==> config.mk <==
export PLATFORM = sky130hd
export DESIGN_NAME = calendar_date_stepper_top_flat
export DESIGN_NICKNAME = d
export VERILOG_FILES = /design/src/cds_pkg.sv /design/src/cds_if.sv /design/src/calendar_date_stepper_top.sv /design/src/cds_front.sv /design/src/cds_queue.sv /design/src/cds_exec.sv /design/src/cds_calc.sv /design/src/flat_wrapper.sv
export SDC_FILE = /design/constraint.sdc
export NUM_CORES = 1
export LEC_CHECK = 0
export ABC_AREA = 1
export ABC_CLOCK_PERIOD_IN_PS = 5200
export BUFFER_PORTS_ARGS = -buffer_cell sky130_fd_sc_hd__buf_2
export CAP_MARGIN = 0
export CORE_ASPECT_RATIO = 0.7
export CORE_UTILIZATION = 40
export CTS_CLUSTER_DIAMETER = 50
export DETAILED_ROUTE_END_ITERATION = 7
export GPL_TIMING_DRIVEN = 0
export SYNTH_ARGS = -nofsm -noshare
export SYNTH_HDL_FRONTEND = slang
export SYNTH_HIERARCHICAL = 1
export SYNTH_SLANG_ARGS = --single-unit
==> constraint.sdc <==
create_clock -name clk -period 5.2 [get_ports clk]
set_input_delay 0.52 -clock clk [delete_from_list [all_inputs] [get_ports clk]]
set_output_delay 0.52 -clock clk [all_outputs]
set_load 0.02 [all_outputs]
==> src/cds_pkg.sv <==
// cds_pkg: shared types, constants and calendar helper functions
// for the calendar date stepper. depends on nothing.
package cds_pkg;

    // year range and reset date
    localparam logic [13:0] YEAR_MIN   = 14'd1;
    localparam logic [13:0] YEAR_MAX   = 14'd9999;
    localparam logic [13:0] YEAR_RESET = 14'd2000;
    localparam logic [6:0]  CENT_RESET = 7'd20;
    localparam logic [6:0]  YRLO_RESET = 7'd0;
    localparam logic [6:0]  YRLO_MAX   = 7'd99;
    localparam logic [3:0]  MONTH_MIN  = 4'd1;
    localparam logic [3:0]  MONTH_MAX  = 4'd12;
    localparam logic [3:0]  MONTH_MAR  = 4'd3;
    localparam logic [3:0]  MONTH_JAN_Z = 4'd13;
    localparam logic [4:0]  DAY_MIN    = 5'd1;
    localparam logic [4:0]  DAY_MAX    = 5'd31;

    // default depth of the queue between front and back
    localparam int QUEUE_DEPTH = 4;

    // reciprocal constants: y / 100 for y < 10000, x / 7 for x < 1024
    localparam logic [12:0] DIV100_MUL   = 13'd5243;
    localparam int          DIV100_SHIFT = 19;
    localparam logic [10:0] DIV7_MUL     = 11'd1171;
    localparam int          DIV7_SHIFT   = 13;

    typedef enum logic [1:0] {
        CMD_LOAD = 2'd0,
        CMD_NEXT = 2'd1,
        CMD_PREV = 2'd2,
        CMD_HOLD = 2'd3
    } cmd_t;

    // classified item passed from front to back
    typedef struct packed {
        cmd_t        cmd;
        logic [4:0]  day;
        logic [3:0]  month;
        logic [13:0] year;
        logic [6:0]  yr_lo;
        logic [6:0]  cent;
    } op_t;

    // date after a step, with year split into century and year of century
    typedef struct packed {
        logic [4:0]  day;
        logic [3:0]  month;
        logic [13:0] year;
        logic [6:0]  yr_lo;
        logic [6:0]  cent;
        logic        at_limit;
    } date_t;

    // leap rule from the low year bits, year of century and century
    function automatic logic is_leap(input logic [1:0] y_lo2, input logic [6:0] yr_lo,
                                     input logic [1:0] cent_lo2);
        return ((y_lo2 == 2'd0) && (yr_lo != 7'd0)) ||
               ((yr_lo == 7'd0) && (cent_lo2 == 2'd0));
    endfunction

    function automatic logic [4:0] month_len(input logic [3:0] month, input logic leap);
        logic [4:0] len;
        case (month)
            4'd2:    len = leap ? 5'd29 : 5'd28;
            4'd4:    len = 5'd30;
            4'd6:    len = 5'd30;
            4'd9:    len = 5'd30;
            4'd11:   len = 5'd30;
            default: len = 5'd31;
        endcase
        return len;
    endfunction

    // days in a common year before the first of the month
    function automatic logic [8:0] days_before(input logic [3:0] month);
        logic [8:0] n;
        case (month)
            4'd1:    n = 9'd0;
            4'd2:    n = 9'd31;
            4'd3:    n = 9'd59;
            4'd4:    n = 9'd90;
            4'd5:    n = 9'd120;
            4'd6:    n = 9'd151;
            4'd7:    n = 9'd181;
            4'd8:    n = 9'd212;
            4'd9:    n = 9'd243;
            4'd10:   n = 9'd273;
            4'd11:   n = 9'd304;
            4'd12:   n = 9'd334;
            default: n = 9'd0;
        endcase
        return n;
    endfunction

    // zeller month term 13 * (m + 1) / 5, months counted 3..14
    function automatic logic [5:0] zeller_month_term(input logic [3:0] mz);
        logic [5:0] t;
        case (mz)
            4'd3:    t = 6'd10;
            4'd4:    t = 6'd13;
            4'd5:    t = 6'd15;
            4'd6:    t = 6'd18;
            4'd7:    t = 6'd20;
            4'd8:    t = 6'd23;
            4'd9:    t = 6'd26;
            4'd10:   t = 6'd28;
            4'd11:   t = 6'd31;
            4'd12:   t = 6'd33;
            4'd13:   t = 6'd36;
            4'd14:   t = 6'd39;
            default: t = 6'd0;
        endcase
        return t;
    endfunction

    // full zeller sum before the mod 7, century term taken as +5J
    function automatic logic [9:0] zeller_sum(input logic [4:0] d, input logic [3:0] mz,
                                              input logic [6:0] kz, input logic [6:0] jz);
        return {5'b0, d} + {4'b0, zeller_month_term(mz)} + {3'b0, kz} +
               {5'b0, kz[6:2]} + {5'b0, jz[6:2]} + ({3'b0, jz} * 10'd5);
    endfunction

    // x / 7 by reciprocal multiply, exact for x < 1024
    function automatic logic [7:0] div7(input logic [9:0] x);
        logic [20:0] p;
        p = {11'b0, x} * {10'b0, DIV7_MUL};
        return p[DIV7_SHIFT+7:DIV7_SHIFT];
    endfunction

    function automatic logic [2:0] mod7(input logic [9:0] x);
        logic [7:0]  q;
        logic [10:0] r;
        q = div7(x);
        r = {1'b0, x} - ({q, 3'b0} - {3'b0, q});
        return r[2:0];
    endfunction

    // zeller residue to weekday, 1 monday .. 7 sunday
    function automatic logic [2:0] weekday_of(input logic [2:0] h);
        logic [2:0] wd;
        case (h)
            3'd0:    wd = 3'd6;
            3'd1:    wd = 3'd7;
            3'd2:    wd = 3'd1;
            3'd3:    wd = 3'd2;
            3'd4:    wd = 3'd3;
            3'd5:    wd = 3'd4;
            3'd6:    wd = 3'd5;
            default: wd = 3'd1;
        endcase
        return wd;
    endfunction

endpackage

==> src/cds_if.sv <==
// cds_in_if / cds_out_if: valid-ready channels of the date stepper
// plain signal bundles, no dependencies
interface cds_in_if;
    logic        valid;
    logic        ready;
    logic [1:0]  cmd;
    logic [4:0]  load_day;
    logic [3:0]  load_month;
    logic [13:0] load_year;

    modport source (output valid, cmd, load_day, load_month, load_year, input ready);
    modport sink   (input valid, cmd, load_day, load_month, load_year, output ready);
endinterface

interface cds_out_if;
    logic        valid;
    logic        ready;
    logic [4:0]  out_day;
    logic [3:0]  out_month;
    logic [13:0] out_year;
    logic [2:0]  weekday;
    logic [5:0]  week_of_year;
    logic        at_limit;

    modport source (output valid, out_day, out_month, out_year, weekday, week_of_year,
                    at_limit, input ready);
    modport sink   (input valid, out_day, out_month, out_year, weekday, week_of_year,
                    at_limit, output ready);
endinterface

==> src/calendar_date_stepper_top.sv <==
// calendar_date_stepper_top: gregorian date counter with weekday and week number
// uses cds_pkg, cds_if, cds_front, cds_queue, cds_exec, cds_calc
//
// usage
//   in_ch beat: cmd (load, next day, previous day), load_day/month/year.
//   out_ch beat: one per input beat, in order: the date after the command,
//   weekday (1 monday .. 7 sunday), week of year and at_limit.
//   both channels move a beat on a clock edge with valid and ready high.
// throughput and path
//   one beat per cycle in and out, back to back, unless out_ch stalls.
//   a result passes through 2 front stages, the queue, the date register and
//   3 stages of weekday / week arithmetic. the date register updates once
//   per item, so the stepping path bounds the rate at one item per cycle.
// reset
//   date goes to 1 january 2000; all stages and the queue empty.
// stall
//   when out_ch.ready is low the pipeline fills; the queue keeps the front
//   taking beats until it is full, then in_ch.ready drops. no beat is lost.
module calendar_date_stepper_top
    import cds_pkg::*;
#(
    parameter int QUEUE_DEPTH_P = QUEUE_DEPTH
)
(
    input  logic      clk,
    input  logic      rst_n,
    cds_in_if.sink    in_ch,
    cds_out_if.source out_ch
);

    op_t   fr_op;
    logic  fr_valid;
    logic  fr_ready;
    op_t   q_op;
    logic  q_valid;
    logic  q_ready;
    date_t ex_dt;
    logic  ex_valid;
    logic  ex_ready;

    cds_front u_front (
        .clk      (clk),
        .rst_n    (rst_n),
        .in_ch    (in_ch),
        .op       (fr_op),
        .op_valid (fr_valid),
        .op_ready (fr_ready)
    );

    cds_queue #(
        .DEPTH (QUEUE_DEPTH_P)
    ) u_queue (
        .clk      (clk),
        .rst_n    (rst_n),
        .wr_op    (fr_op),
        .wr_valid (fr_valid),
        .wr_ready (fr_ready),
        .rd_op    (q_op),
        .rd_valid (q_valid),
        .rd_ready (q_ready)
    );

    cds_exec u_exec (
        .clk      (clk),
        .rst_n    (rst_n),
        .op       (q_op),
        .op_valid (q_valid),
        .op_ready (q_ready),
        .dt       (ex_dt),
        .dt_valid (ex_valid),
        .dt_ready (ex_ready)
    );

    cds_calc u_calc (
        .clk      (clk),
        .rst_n    (rst_n),
        .dt       (ex_dt),
        .dt_valid (ex_valid),
        .dt_ready (ex_ready),
        .out_ch   (out_ch)
    );

endmodule

==> src/cds_front.sv <==
// cds_front: accepts input beats, saturates load fields and splits the year
// two stages; uses cds_pkg and cds_in_if
module cds_front
    import cds_pkg::*;
(
    input  logic      clk,
    input  logic      rst_n,
    cds_in_if.sink    in_ch,
    output op_t       op,
    output logic      op_valid,
    input  logic      op_ready
);

    logic        s1_valid_reg;
    cmd_t        s1_cmd_reg;
    logic [4:0]  s1_day_reg;
    logic [3:0]  s1_month_reg;
    logic [13:0] s1_year_reg;
    logic [6:0]  s1_cent_reg;
    logic        s2_valid_reg;
    op_t         s2_op_reg;

    logic        s1_ready;
    logic        s2_ready;
    logic [13:0] year_next;
    logic [3:0]  month_next;
    logic [26:0] cent_prod;
    logic [13:0] hund;
    logic [13:0] yr_diff;
    logic [6:0]  yr_lo;
    logic        leap;
    logic [4:0]  len;
    logic [4:0]  day_clamp;
    op_t         op_next;

    // stall chain
    assign s2_ready    = !s2_valid_reg || op_ready;
    assign s1_ready    = !s1_valid_reg || s2_ready;
    assign in_ch.ready = s1_ready;

    // stage 1: saturate year and month, century by reciprocal multiply
    always_comb
    begin
        if (in_ch.load_year < YEAR_MIN)
            year_next = YEAR_MIN;
        else if (in_ch.load_year > YEAR_MAX)
            year_next = YEAR_MAX;
        else
            year_next = in_ch.load_year;
        if (in_ch.load_month < MONTH_MIN)
            month_next = MONTH_MIN;
        else if (in_ch.load_month > MONTH_MAX)
            month_next = MONTH_MAX;
        else
            month_next = in_ch.load_month;
        cent_prod = {13'b0, year_next} * {14'b0, DIV100_MUL};
    end

    // stage 2: year of century, leap, day clamp
    always_comb
    begin
        hund    = {7'b0, s1_cent_reg} * 14'd100;
        yr_diff = s1_year_reg - hund;
        yr_lo   = yr_diff[6:0];
        leap    = is_leap(s1_year_reg[1:0], yr_lo, s1_cent_reg[1:0]);
        len     = month_len(s1_month_reg, leap);
        if (s1_day_reg < DAY_MIN)
            day_clamp = DAY_MIN;
        else if (s1_day_reg > len)
            day_clamp = len;
        else
            day_clamp = s1_day_reg;
        op_next.cmd   = s1_cmd_reg;
        op_next.day   = day_clamp;
        op_next.month = s1_month_reg;
        op_next.year  = s1_year_reg;
        op_next.yr_lo = yr_lo;
        op_next.cent  = s1_cent_reg;
    end

    // valid bits
    always_ff @(posedge clk or negedge rst_n)
    begin
        if (!rst_n)
        begin
            s1_valid_reg <= 1'b0;
            s2_valid_reg <= 1'b0;
        end
        else
        begin
            if (s1_ready)
                s1_valid_reg <= in_ch.valid;
            if (s2_ready)
                s2_valid_reg <= s1_valid_reg;
        end
    end

    // payload
    always_ff @(posedge clk)
    begin
        if (s1_ready && in_ch.valid)
        begin
            s1_cmd_reg   <= cmd_t'(in_ch.cmd);
            s1_day_reg   <= in_ch.load_day;
            s1_month_reg <= month_next;
            s1_year_reg  <= year_next;
            s1_cent_reg  <= cent_prod[DIV100_SHIFT+6:DIV100_SHIFT];
        end
        if (s2_ready && s1_valid_reg)
            s2_op_reg <= op_next;
    end

    assign op       = s2_op_reg;
    assign op_valid = s2_valid_reg;

endmodule

==> src/cds_queue.sv <==
// cds_queue: small fifo of classified items between front and back
// uses cds_pkg for the item type
module cds_queue
    import cds_pkg::*;
#(
    parameter int DEPTH = QUEUE_DEPTH
)
(
    input  logic clk,
    input  logic rst_n,
    input  op_t  wr_op,
    input  logic wr_valid,
    output logic wr_ready,
    output op_t  rd_op,
    output logic rd_valid,
    input  logic rd_ready
);

    localparam int PTR_W = (DEPTH > 1) ? $clog2(DEPTH) : 1;
    localparam int CNT_W = $clog2(DEPTH + 1);
    localparam logic [PTR_W-1:0] PTR_LAST = PTR_W'(DEPTH - 1);
    localparam logic [CNT_W-1:0] CNT_FULL = CNT_W'(DEPTH);

    op_t             mem [DEPTH];
    logic [PTR_W-1:0] wr_ptr_reg;
    logic [PTR_W-1:0] rd_ptr_reg;
    logic [CNT_W-1:0] count_reg;
    logic [PTR_W-1:0] wr_ptr_next;
    logic [PTR_W-1:0] rd_ptr_next;
    logic [CNT_W-1:0] count_next;
    logic             push;
    logic             pop;

    assign wr_ready = (count_reg != CNT_FULL);
    assign rd_valid = (count_reg != '0);
    assign rd_op    = mem[rd_ptr_reg];
    assign push     = wr_valid && wr_ready;
    assign pop      = rd_valid && rd_ready;

    // pointer and fill count
    always_comb
    begin
        wr_ptr_next = wr_ptr_reg;
        rd_ptr_next = rd_ptr_reg;
        count_next  = count_reg;
        if (push)
            wr_ptr_next = (wr_ptr_reg == PTR_LAST) ? '0 : wr_ptr_reg + 1'b1;
        if (pop)
            rd_ptr_next = (rd_ptr_reg == PTR_LAST) ? '0 : rd_ptr_reg + 1'b1;
        if (push && !pop)
            count_next = count_reg + 1'b1;
        else if (pop && !push)
            count_next = count_reg - 1'b1;
    end

    always_ff @(posedge clk or negedge rst_n)
    begin
        if (!rst_n)
        begin
            wr_ptr_reg <= '0;
            rd_ptr_reg <= '0;
            count_reg  <= '0;
        end
        else
        begin
            wr_ptr_reg <= wr_ptr_next;
            rd_ptr_reg <= rd_ptr_next;
            count_reg  <= count_next;
        end
    end

    // storage
    always_ff @(posedge clk)
    begin
        if (push)
            mem[wr_ptr_reg] <= wr_op;
    end

endmodule

==> src/cds_exec.sv <==
// cds_exec: holds the current date and applies load / next / previous
// one item per cycle while dt_ready is high; uses cds_pkg
module cds_exec
    import cds_pkg::*;
(
    input  logic  clk,
    input  logic  rst_n,
    input  op_t   op,
    input  logic  op_valid,
    output logic  op_ready,
    output date_t dt,
    output logic  dt_valid,
    input  logic  dt_ready
);

    logic [4:0]  day_reg;
    logic [3:0]  month_reg;
    logic [13:0] year_reg;
    logic [6:0]  yr_lo_reg;
    logic [6:0]  cent_reg;
    logic        dt_valid_reg;
    logic        limit_reg;

    logic [4:0]  day_next;
    logic [3:0]  month_next;
    logic [13:0] year_next;
    logic [6:0]  yr_lo_next;
    logic [6:0]  cent_next;
    logic        limit_next;
    logic        leap;
    logic [4:0]  len;
    logic [3:0]  month_dec;
    logic        take;

    assign op_ready = !dt_valid_reg || dt_ready;
    assign take     = op_valid && op_ready;

    // step logic
    always_comb
    begin
        leap       = is_leap(year_reg[1:0], yr_lo_reg, cent_reg[1:0]);
        len        = month_len(month_reg, leap);
        month_dec  = month_reg - 1'b1;
        day_next   = day_reg;
        month_next = month_reg;
        year_next  = year_reg;
        yr_lo_next = yr_lo_reg;
        cent_next  = cent_reg;
        limit_next = 1'b0;
        case (op.cmd)
            CMD_LOAD:
            begin
                day_next   = op.day;
                month_next = op.month;
                year_next  = op.year;
                yr_lo_next = op.yr_lo;
                cent_next  = op.cent;
            end
            CMD_NEXT:
            begin
                if (day_reg < len)
                    day_next = day_reg + 1'b1;
                else if (month_reg < MONTH_MAX)
                begin
                    day_next   = DAY_MIN;
                    month_next = month_reg + 1'b1;
                end
                else if (year_reg < YEAR_MAX)
                begin
                    day_next   = DAY_MIN;
                    month_next = MONTH_MIN;
                    year_next  = year_reg + 1'b1;
                    if (yr_lo_reg == YRLO_MAX)
                    begin
                        yr_lo_next = '0;
                        cent_next  = cent_reg + 1'b1;
                    end
                    else
                        yr_lo_next = yr_lo_reg + 1'b1;
                end
                else
                    limit_next = 1'b1;
            end
            CMD_PREV:
            begin
                if (day_reg > DAY_MIN)
                    day_next = day_reg - 1'b1;
                else if (month_reg > MONTH_MIN)
                begin
                    month_next = month_dec;
                    day_next   = month_len(month_dec, leap);
                end
                else if (year_reg > YEAR_MIN)
                begin
                    day_next   = DAY_MAX;
                    month_next = MONTH_MAX;
                    year_next  = year_reg - 1'b1;
                    if (yr_lo_reg == '0)
                    begin
                        yr_lo_next = YRLO_MAX;
                        cent_next  = cent_reg - 1'b1;
                    end
                    else
                        yr_lo_next = yr_lo_reg - 1'b1;
                end
                else
                    limit_next = 1'b1;
            end
            default:
            begin
                // unused code: date held, no flag
                limit_next = 1'b0;
            end
        endcase
    end

    // date state and result valid
    always_ff @(posedge clk or negedge rst_n)
    begin
        if (!rst_n)
        begin
            day_reg      <= DAY_MIN;
            month_reg    <= MONTH_MIN;
            year_reg     <= YEAR_RESET;
            yr_lo_reg    <= YRLO_RESET;
            cent_reg     <= CENT_RESET;
            dt_valid_reg <= 1'b0;
        end
        else
        begin
            if (take)
            begin
                day_reg   <= day_next;
                month_reg <= month_next;
                year_reg  <= year_next;
                yr_lo_reg <= yr_lo_next;
                cent_reg  <= cent_next;
            end
            if (op_ready)
                dt_valid_reg <= op_valid;
        end
    end

    always_ff @(posedge clk)
    begin
        if (take)
            limit_reg <= limit_next;
    end

    assign dt.day      = day_reg;
    assign dt.month    = month_reg;
    assign dt.year     = year_reg;
    assign dt.yr_lo    = yr_lo_reg;
    assign dt.cent     = cent_reg;
    assign dt.at_limit = limit_reg;
    assign dt_valid    = dt_valid_reg;

endmodule

==> src/cds_calc.sv <==
// cds_calc: weekday and week of year for each stepped date, three stages
// uses cds_pkg and cds_out_if
module cds_calc
    import cds_pkg::*;
(
    input  logic      clk,
    input  logic      rst_n,
    input  date_t     dt,
    input  logic      dt_valid,
    output logic      dt_ready,
    cds_out_if.source out_ch
);

    logic        w1_valid_reg;
    date_t       w1_dt_reg;
    logic [9:0]  w1_sum_d_reg;
    logic [9:0]  w1_sum_j_reg;
    logic [8:0]  w1_doy_reg;
    logic        w2_valid_reg;
    date_t       w2_dt_reg;
    logic [8:0]  w2_doy_reg;
    logic [2:0]  w2_wd_reg;
    logic [2:0]  w2_wd1_reg;
    logic        out_valid_reg;
    date_t       out_dt_reg;
    logic [2:0]  out_wd_reg;
    logic [5:0]  out_week_reg;

    logic        w1_ready;
    logic        w2_ready;
    logic        w3_ready;
    logic        leap;
    logic [6:0]  k_prev;
    logic [6:0]  j_prev;
    logic [3:0]  mz;
    logic [6:0]  kz;
    logic [6:0]  jz;
    logic [9:0]  sum_d_next;
    logic [9:0]  sum_j_next;
    logic [8:0]  doy_next;
    logic [9:0]  week_num;
    logic [7:0]  week_q;

    // stall chain
    assign w3_ready = !out_valid_reg || out_ch.ready;
    assign w2_ready = !w2_valid_reg || w3_ready;
    assign w1_ready = !w1_valid_reg || w2_ready;
    assign dt_ready = w1_ready;

    // stage 1: zeller sums for the date and for january 1, day of year
    always_comb
    begin
        leap = is_leap(dt.year[1:0], dt.yr_lo, dt.cent[1:0]);
        if (dt.yr_lo == '0)
        begin
            k_prev = YRLO_MAX;
            j_prev = dt.cent - 1'b1;
        end
        else
        begin
            k_prev = dt.yr_lo - 1'b1;
            j_prev = dt.cent;
        end
        if (dt.month < MONTH_MAR)
        begin
            mz = dt.month + MONTH_MAX;
            kz = k_prev;
            jz = j_prev;
        end
        else
        begin
            mz = dt.month;
            kz = dt.yr_lo;
            jz = dt.cent;
        end
        sum_d_next = zeller_sum(dt.day, mz, kz, jz);
        sum_j_next = zeller_sum(DAY_MIN, MONTH_JAN_Z, k_prev, j_prev);
        doy_next   = {4'b0, dt.day} + days_before(dt.month) +
                     {8'b0, (leap && (dt.month >= MONTH_MAR))};
    end

    // stage 3: week count = ceil((doy + wd1 - 1) / 7)
    always_comb
    begin
        week_num = {1'b0, w2_doy_reg} + {7'b0, w2_wd1_reg} + 10'd5;
        week_q   = div7(week_num);
    end

    // valid bits
    always_ff @(posedge clk or negedge rst_n)
    begin
        if (!rst_n)
        begin
            w1_valid_reg  <= 1'b0;
            w2_valid_reg  <= 1'b0;
            out_valid_reg <= 1'b0;
        end
        else
        begin
            if (w1_ready)
                w1_valid_reg <= dt_valid;
            if (w2_ready)
                w2_valid_reg <= w1_valid_reg;
            if (w3_ready)
                out_valid_reg <= w2_valid_reg;
        end
    end

    // payload, stage 2 reduces the sums mod 7
    always_ff @(posedge clk)
    begin
        if (w1_ready && dt_valid)
        begin
            w1_dt_reg    <= dt;
            w1_sum_d_reg <= sum_d_next;
            w1_sum_j_reg <= sum_j_next;
            w1_doy_reg   <= doy_next;
        end
        if (w2_ready && w1_valid_reg)
        begin
            w2_dt_reg  <= w1_dt_reg;
            w2_doy_reg <= w1_doy_reg;
            w2_wd_reg  <= weekday_of(mod7(w1_sum_d_reg));
            w2_wd1_reg <= weekday_of(mod7(w1_sum_j_reg));
        end
        if (w3_ready && w2_valid_reg)
        begin
            out_dt_reg   <= w2_dt_reg;
            out_wd_reg   <= w2_wd_reg;
            out_week_reg <= week_q[5:0];
        end
    end

    assign out_ch.valid        = out_valid_reg;
    assign out_ch.out_day      = out_dt_reg.day;
    assign out_ch.out_month    = out_dt_reg.month;
    assign out_ch.out_year     = out_dt_reg.year;
    assign out_ch.weekday      = out_wd_reg;
    assign out_ch.week_of_year = out_week_reg;
    assign out_ch.at_limit     = out_dt_reg.at_limit;

endmodule

==> src/flat_wrapper.sv <==
// flat-port wrapper written by rule: the top's interface ports become plain ports
module calendar_date_stepper_top_flat import cds_pkg::*;
#(
    parameter int QUEUE_DEPTH_P = QUEUE_DEPTH
)
  (clk, rst_n, in_ch_valid, in_ch_cmd, in_ch_load_day, in_ch_load_month, in_ch_load_year, in_ch_ready, out_ch_valid, out_ch_out_day, out_ch_out_month, out_ch_out_year, out_ch_weekday, out_ch_week_of_year, out_ch_at_limit, out_ch_ready);
  cds_in_if in_ch_i ();
  cds_out_if out_ch_i ();
  input  logic clk;
  input  logic rst_n;
  input wire logic [$bits(in_ch_i.valid)-1:0] in_ch_valid;
  input wire logic [$bits(in_ch_i.cmd)-1:0] in_ch_cmd;
  input wire logic [$bits(in_ch_i.load_day)-1:0] in_ch_load_day;
  input wire logic [$bits(in_ch_i.load_month)-1:0] in_ch_load_month;
  input wire logic [$bits(in_ch_i.load_year)-1:0] in_ch_load_year;
  output wire logic [$bits(in_ch_i.ready)-1:0] in_ch_ready;
  output wire logic [$bits(out_ch_i.valid)-1:0] out_ch_valid;
  output wire logic [$bits(out_ch_i.out_day)-1:0] out_ch_out_day;
  output wire logic [$bits(out_ch_i.out_month)-1:0] out_ch_out_month;
  output wire logic [$bits(out_ch_i.out_year)-1:0] out_ch_out_year;
  output wire logic [$bits(out_ch_i.weekday)-1:0] out_ch_weekday;
  output wire logic [$bits(out_ch_i.week_of_year)-1:0] out_ch_week_of_year;
  output wire logic [$bits(out_ch_i.at_limit)-1:0] out_ch_at_limit;
  input wire logic [$bits(out_ch_i.ready)-1:0] out_ch_ready;
  assign in_ch_i.valid = in_ch_valid;
  assign in_ch_i.cmd = in_ch_cmd;
  assign in_ch_i.load_day = in_ch_load_day;
  assign in_ch_i.load_month = in_ch_load_month;
  assign in_ch_i.load_year = in_ch_load_year;
  assign in_ch_ready = in_ch_i.ready;
  assign out_ch_valid = out_ch_i.valid;
  assign out_ch_out_day = out_ch_i.out_day;
  assign out_ch_out_month = out_ch_i.out_month;
  assign out_ch_out_year = out_ch_i.out_year;
  assign out_ch_weekday = out_ch_i.weekday;
  assign out_ch_week_of_year = out_ch_i.week_of_year;
  assign out_ch_at_limit = out_ch_i.at_limit;
  assign out_ch_i.ready = out_ch_ready;
  calendar_date_stepper_top #(.QUEUE_DEPTH_P(QUEUE_DEPTH_P)) u_core (.clk(clk), .rst_n(rst_n), .in_ch(in_ch_i), .out_ch(out_ch_i));
endmodule
== Word-level counts from Yosys, hierarchy flattened ==
Memory sizes are Yosys's and may differ from the RTL's.
Cells that the tools add are included.
Word-level totals
  register bits: 247
  memory bits (writable): 156
  memory bits (read-only): 240
  output and inout bits: 35
  logic and storage cells: 264
  memories kept: 3
Memory list
  u_core.u_queue.mem: words 4, width 39, rd ports 1, clocked after memory_dff 0, wr ports 1, line cds_queue.sv:24  | op_t mem [DEPTH];
  (no name shown): words 16, width 9, rd ports 1, clocked after memory_dff 0, wr ports 0, line cds_pkg.sv:78  | case (month)
  (no name shown): words 16, width 6, rd ports 1, clocked after memory_dff 0, wr ports 0, line cds_pkg.sv:99  | case (mz)
Operators by class
  add/subtract/negate cells: 33
  multipliers: 7
  $lt $le $gt $ge: 14
  equal/unequal tests: 42
  multiplexer cells: 66
  reductions and logical operators: 52
Operators with widths (count)
  $mux W7: 18
  $mux W14: 8
  $pmux W14 S3: 1
  $pmux W7 S3: 2
  $pmux W3 S6: 2
  $mux W5: 7
  $mul A10 B11 Y16 const B: 2
  $mux W4: 8
  $mul A14 B13 Y26 const B: 1
  $eq A4 B3 Y1 const B: 6
  $eq A4 B4 Y1 const B: 6
  $add A10 B10 Y10: 2
  $add A9 B5 Y10: 2
  $mul A7 B3 Y10 const B: 2
  $mul A10 B11 Y19 const B: 1
  $add A8 B5 Y9: 2
  $eq A3 B3 Y1 const B: 6
  $pmux W5 S3: 1
  $add A14 B1 Y14 const B: 1
  $add A7 B1 Y7 const B: 2
  $gt A14 B1 Y1 const B: 1
  $gt A14 B14 Y1 const B: 1
  $logic_and A1 B1 Y1: 14
  $logic_not A7 Y1: 2
  61 further kinds: 116

== Depth between registers and ports, before layout ==
  word-level depth: 9
  mapped depth: 34
  gate-level depth less buffers: 33

== By module ==
The synthesis kept the hierarchy.
Modules (own cells, without submodules)
  cds_calc: times used 1, cells each 1157, area an instance 11772.5 um2, sequential area each 3828.7 um2
  cds_queue: times used 1, cells each 515, area an instance 6735.2 um2, sequential area each 4859.7 um2
  cds_front: times used 1, cells each 652, area an instance 6417.4 um2, sequential area each 2122.0 um2
  cds_exec: times used 1, cells each 602, area an instance 4078.9 um2, sequential area each 993.5 um2

== Least setup slack after synthesis ==
OpenSTA, ideal clock, no wires.
  path type: reg-to-reg
  start: register u_core.u_exec.month_reg[3]
  end: register u_core.u_calc.w1_sum_d_reg[8] (data pin)
  setup time: 0.262 ns
  arrival: 5.267 ns
  required time: 4.938 ns
  slack: -0.329 ns
  cell stages (with the launch flop): 35
  path buffers: 1
  clock period less this slack: 5.529 ns
  path through: dfrtp_1 buf_2 clkinv_1 ha_1 inv_1 nor2_4 inv_4 nand2_1 nand2_1 inv_2 nor2_2 inv_2 nor2_1 inv_2 o311ai_1 inv_1 ha_1 nand3_1 nand2_1 a21o_1 a21oi_1 xnor2_1 ha_1 fa_1 fa_1 ha_1 ha_1 nand2_1 inv_1 nand4_1 o211ai_1 nand2_1 nand2_1 a21oi_1 xor2_1
Between the ends
  cells in the longest elaborated chain, start to end: 8
Ends and longest elaborated chain
  start, declared: line cds_exec.sv:17  | logic [3:0] month_reg;
  start signal, assigned: line cds_exec.sv:134  | month_reg <= month_next;
  $add A4 B4 Y4 / $lt A4 B2 Y1 (equally long branches): line cds_calc.sv:66, cds_calc.sv:64
  $mux W4: line cds_calc.sv:64  | if (dt.month < MONTH_MAR)
  $mem_v2 Z16 W6
  $add A5 B6 Y7: line cds_pkg.sv:120  | return {5'b0, d} + {4'b0, zeller_month_term(mz)} + {3'b0, kz} +
  $add A7 B7 Y8: line cds_pkg.sv:120
  $add A8 B5 Y9: line cds_pkg.sv:120
  $add A9 B5 Y10: line cds_pkg.sv:121  | {5'b0, kz[6:2]} + {5'b0, jz[6:2]} + ({3'b0, jz} * 10'd5);
  $add A10 B10 Y10 *: line cds_pkg.sv:121
  named net u_core.u_calc.sum_d_next[8]: line cds_calc.sv:38  | logic [9:0] sum_d_next;
  end signal, assigned: line cds_calc.sv:115  | w1_sum_d_reg <= sum_d_next;
  end, declared: line cds_calc.sv:16  | logic [9:0] w1_sum_d_reg;
The timed path passes the listed nets; every way through them passes the cells marked *.
A chain may end at the register's enable or synchronous reset.

== Worst setup path after layout ==
  start: register u_core.u_exec.month_reg[0]
  end: register u_core.u_calc.w1_sum_d_reg[8] (data pin)
The elaborated chain is that of the path after synthesis.

==> results.txt <==
- In this run the worst setup path terminates at u_core/u_calc/w1_sum_d_reg[8].
* Share of synthesized flip-flops with an asynchronous set or reset: 12.47%
- Pin count of the biggest net entering global routing: 51
* Area share of the largest cell type after synthesis: between 30 and 40%
- Die area: ~0.074 mm^2
- Dominant combinational cell family by area after synthesis: adder cells
* Post-synthesis simple-gate area fraction: 14.37%
- Multiplexer cells account for 0.2071% of the synthesized area.
- The flow ran to the end, but the final reports show violations.
* Clock transition at the register clock pins on the worst setup and hold paths after CTS: 0.07 ns
* Min-delay worst type: in2async
- Quantity of I/O buffers inserted on ports: 63
- At the worst endpoint, the required time is around 5.5 ns.
* Hpwl dp: around 48 mm
* XOR/XNOR Fraction of Synth Area: 2.411%
- Worst hold margin: 0.02901 ns
* Number of vias per cell after detailed routing: about 4.9
- I/O pin count: between 60 and 70
- The final layout contains routed wiring with a total length of 63.18 mm.
- Reg-to-reg setup timing slack: -0.12 ns
- The endpoint identified for the worst register-to-register timing path is u_core/u_calc/w1_sum_d_reg[8].
- Area Growth Syn to Fin: 14.64%
- Max Cap Violations: 0
- Worst setup timing slack at the placement stage: -0.7469 ns
* Number of antenna violations at the first check in global routing: 0
* Final standard cell area without fillers: approximately 0.033 mm^2
- Remaining routing DRC violations: 0
* Via Count: 19,880
- Leading cell type in the layout, fill and taps excluded: nand2_1
- The H-tree generated during clock tree synthesis spans 2 levels.
- Maximum clock frequency: 0.1879 GHz
- In this run, distinct cell masters in the synthesized netlist total 65.
* Leading register cell type out of synthesis: edfxtp_1
- In this run the mean area of a mapped cell was 9.913 um^2.
* Post-synthesis share of cell area spent on full adders, half adders and majority gates: about a quarter
- The longest clock path from root to sink contains 3 buffers.
- Vias in the first global route: 18,950
- Synth warn: 6
- Number of synthesized flops with an enable pin: 351
- At the end of the flow, the number of nets in the layout was 3,626.
- X dimension of the die: 323.8 um
- Number of cell rows: slightly above 80
- Sequential cells were found to cover 40.70% of the synthesized design area.
- TritonCTS created 40 clock buffers.
* Arr. time, crit path: 5.64 ns
* Number of cells produced by synthesis: 2,926
* Unrepaired setup endpoints after global routing: yes
* Kind of end point of the critical path: flip-flop
- Measured in cells, the most critical reg-to-reg path has a length of 26.
* Starting density of the core: 40.50%
* Combined global-route utilization of all metal layers: 17.25%
* Diode insertion count for antenna repair: 0
* Startpoint of the most critical register-to-register path: u_core/u_exec/month_reg[0]
- Final critical delay including setup and external delays: ~5.3 ns
- The number of nets handed over by synthesis was 3,462.
- Setup WS post-layout: -0.1216 ns
- Largest area contributor in the netlist: edfxtp_1
* Share of final-layout standard cells stronger than drive strength 1: 15.75%
- The clock reaches the later pin of the worst-skew pair after 0.57 ns.
- Clock tree from TritonCTS: yes
* Final period utilization: 102.3%
* Origin of the worst setup path: u_core/u_exec/month_reg[0]
* Die height: 227.3 um
- Routability cong.: around 0.90
- Total of endpoints with negative setup slack in the final report: 1
- By area the synthesized netlist is led by edfxtp_1 (36%), ha_1 (16%), fa_1 (9.8%).
* Synthesis-stage register bit count: around 400
- At the pin with the least slew margin, the transition time is 1.126 ns.
- Violations in the final reports: negative setup slack
* Final antenna-violating net count: 0
* Type of the worst setup path: reg2reg
- Wirelength per Cell: 15.47 um
- Startpoint types: flip-flop
* Post-Route Skew: 0.01882 ns
* Compound-cell area share of the yosys netlist: 8.089%
* Most frequent cells in the layout: nand2_1 (542), inv_1 (505), edfxtp_1 (351)
* Root Buffer Master: clkbuf_16
- Placement Cell Area: 0.03082 mm^2
- The first global-routing pass estimated 101.0 mm of wire.
* Initial DRC Count: 1,436
- Overflow after GRT: 0
- The register with the most flip-flops in the final layout is u_core/u_queue/mem.
- After synthesis the cells add up to 0.02900 mm^2.
- Number of failing hold endpoints at the final stage: 0
* Crit Path Max Fanout: 12
* Pre-Repair DR Iteration Count: 6
- Clock tree synthesis found a total of roughly 400 sinks.
- The core region is 0.07161 mm^2.
- The filler cells instantiated in the layout total 6,719.
- The total count of max-transition violations in the final report was 0.
- Number of flip-flops in the largest register: ~160
- Normalized max-slew margin: 24.16%
## worst min path at each step
stage                                            from                         endpoint  slack, ns  cells past startpoint
after floorplan                                 rst_n       u_core/u_calc/out_ch.valid       0.22                      0
after global placement     u_core/u_calc/w2_dt_reg[0]    u_core/u_calc/out_ch.at_limit       0.40                      0
after detailed placement  u_core/u_calc/w2_dt_reg[33]  u_core/u_calc/out_ch.out_day[0]       0.40                      0
after CTS                           in_ch_load_day[4]     u_core/u_front/s1_day_reg[4]       0.09                      1
after global routing                            rst_n       u_core/u_calc/w2_valid_reg       0.06                      1
final                                           rst_n       u_core/u_exec/year_reg[11]       0.03                      1
## per-stage QoR
stage	TNS [ns]	utilization, %	std cells
finish	-0.1216	46.43	4083
global route	-1.692	46.43	4083
CTS	-0.2165	45.54	4056
detailed placement	-8.634	43.04	3963
global placement	-8.123	42.72	3955
floorplan	0	-	2926
## worst max-delay path, cell delays in order, from the launching register on
cell	delay [ns]
dfstp_2	0.58
buf_6	0.17
inv_1	0.10
ha_1	0.35
nor2_2	0.18
o21ai_1	0.11
o311ai_2	0.10
inv_1	0.11
ha_2	0.19
a21oi_2	0.15
nand2_2	0.08
a21o_1	0.19
a21oi_2	0.17
xnor2_2	0.15
ha_1	0.28
fa_1	0.50
fa_1	0.45
ha_4	0.27
ha_4	0.28
nand2_2	0.06
inv_2	0.05
nand4_1	0.08
o211ai_1	0.14
nand2_1	0.08
nand2_1	0.09
a21oi_2	0.06
xor2_1	0.13
## cell type report
class | instances | area [um^2] | share of cell area, %
buffer | 64 | 473.0 | 1.422
multi-input combinational | 1917 | 15470 | 46.53
timing repair buffer | 123 | 897.1 | 2.698
sequential | 401 | 11810 | 35.52
inverter | 543 | 2056 | 6.183
clock inverter | 20 | 277.8 | 0.8354
tap | 966 | 1209 | 3.635
clock buffer | 49 | 1055 | 3.172
## metal layers
layer  vias up  wire length (um)  global-route usage (%)
met1      9401             31820                   25.82
met5         -                 0                       0
met3        60              3366                   3.114
li1      10030                 -                       -
met2       387             27260                   26.36
met4         0               732                   2.602
## cells in the mapped netlist, types with 13 or more instances
| master | instances |
|---|---|
| buf_2 | 17 |
| nand3_1 | 115 |
| a21oi_1 | 124 |
| nor3_1 | 18 |
| ha_1 | 365 |
| o21ai_1 | 32 |
| edfxtp_1 | 351 |
| inv_2 | 18 |
| nor2_1 | 132 |
| fa_1 | 142 |
| nand2_2 | 13 |
| o211ai_1 | 76 |
| dfrtp_1 | 40 |
| o21ai_0 | 86 |
| xor2_1 | 52 |
| nor2_2 | 14 |
| nand2_1 | 559 |
| nand4_1 | 31 |
| buf_6 | 23 |
| clkbuf_1 | 14 |
| inv_1 | 522 |
| xnor2_1 | 26 |
## cell families (layout without fill, tap and decap cells)
family | count (synthesis) | after routing
and+or+nand+nor | 939 | 939
buffers and inverters | 608 | 799
adders and majority gates | 507 | 507
DFF | 401 | 401
AOI/OAI and AO/OA | 386 | 386
xor gates and xnor gates | 79 | 79
muxes | 6 | 6
## what timing repair did
item | CTS | global route
gates resized for setup | 61 | 104
pin swaps | 37 | 70
hold endpoints to repair | 0 | 0
setup buffers | 25 | 27
hold buffers | 0 | 0
setup endpoints to repair | 20 | 25
Power is left out: the tool's default activity adds up to more than one toggle a clock period on the data nets, which glitch-free logic cannot reach.
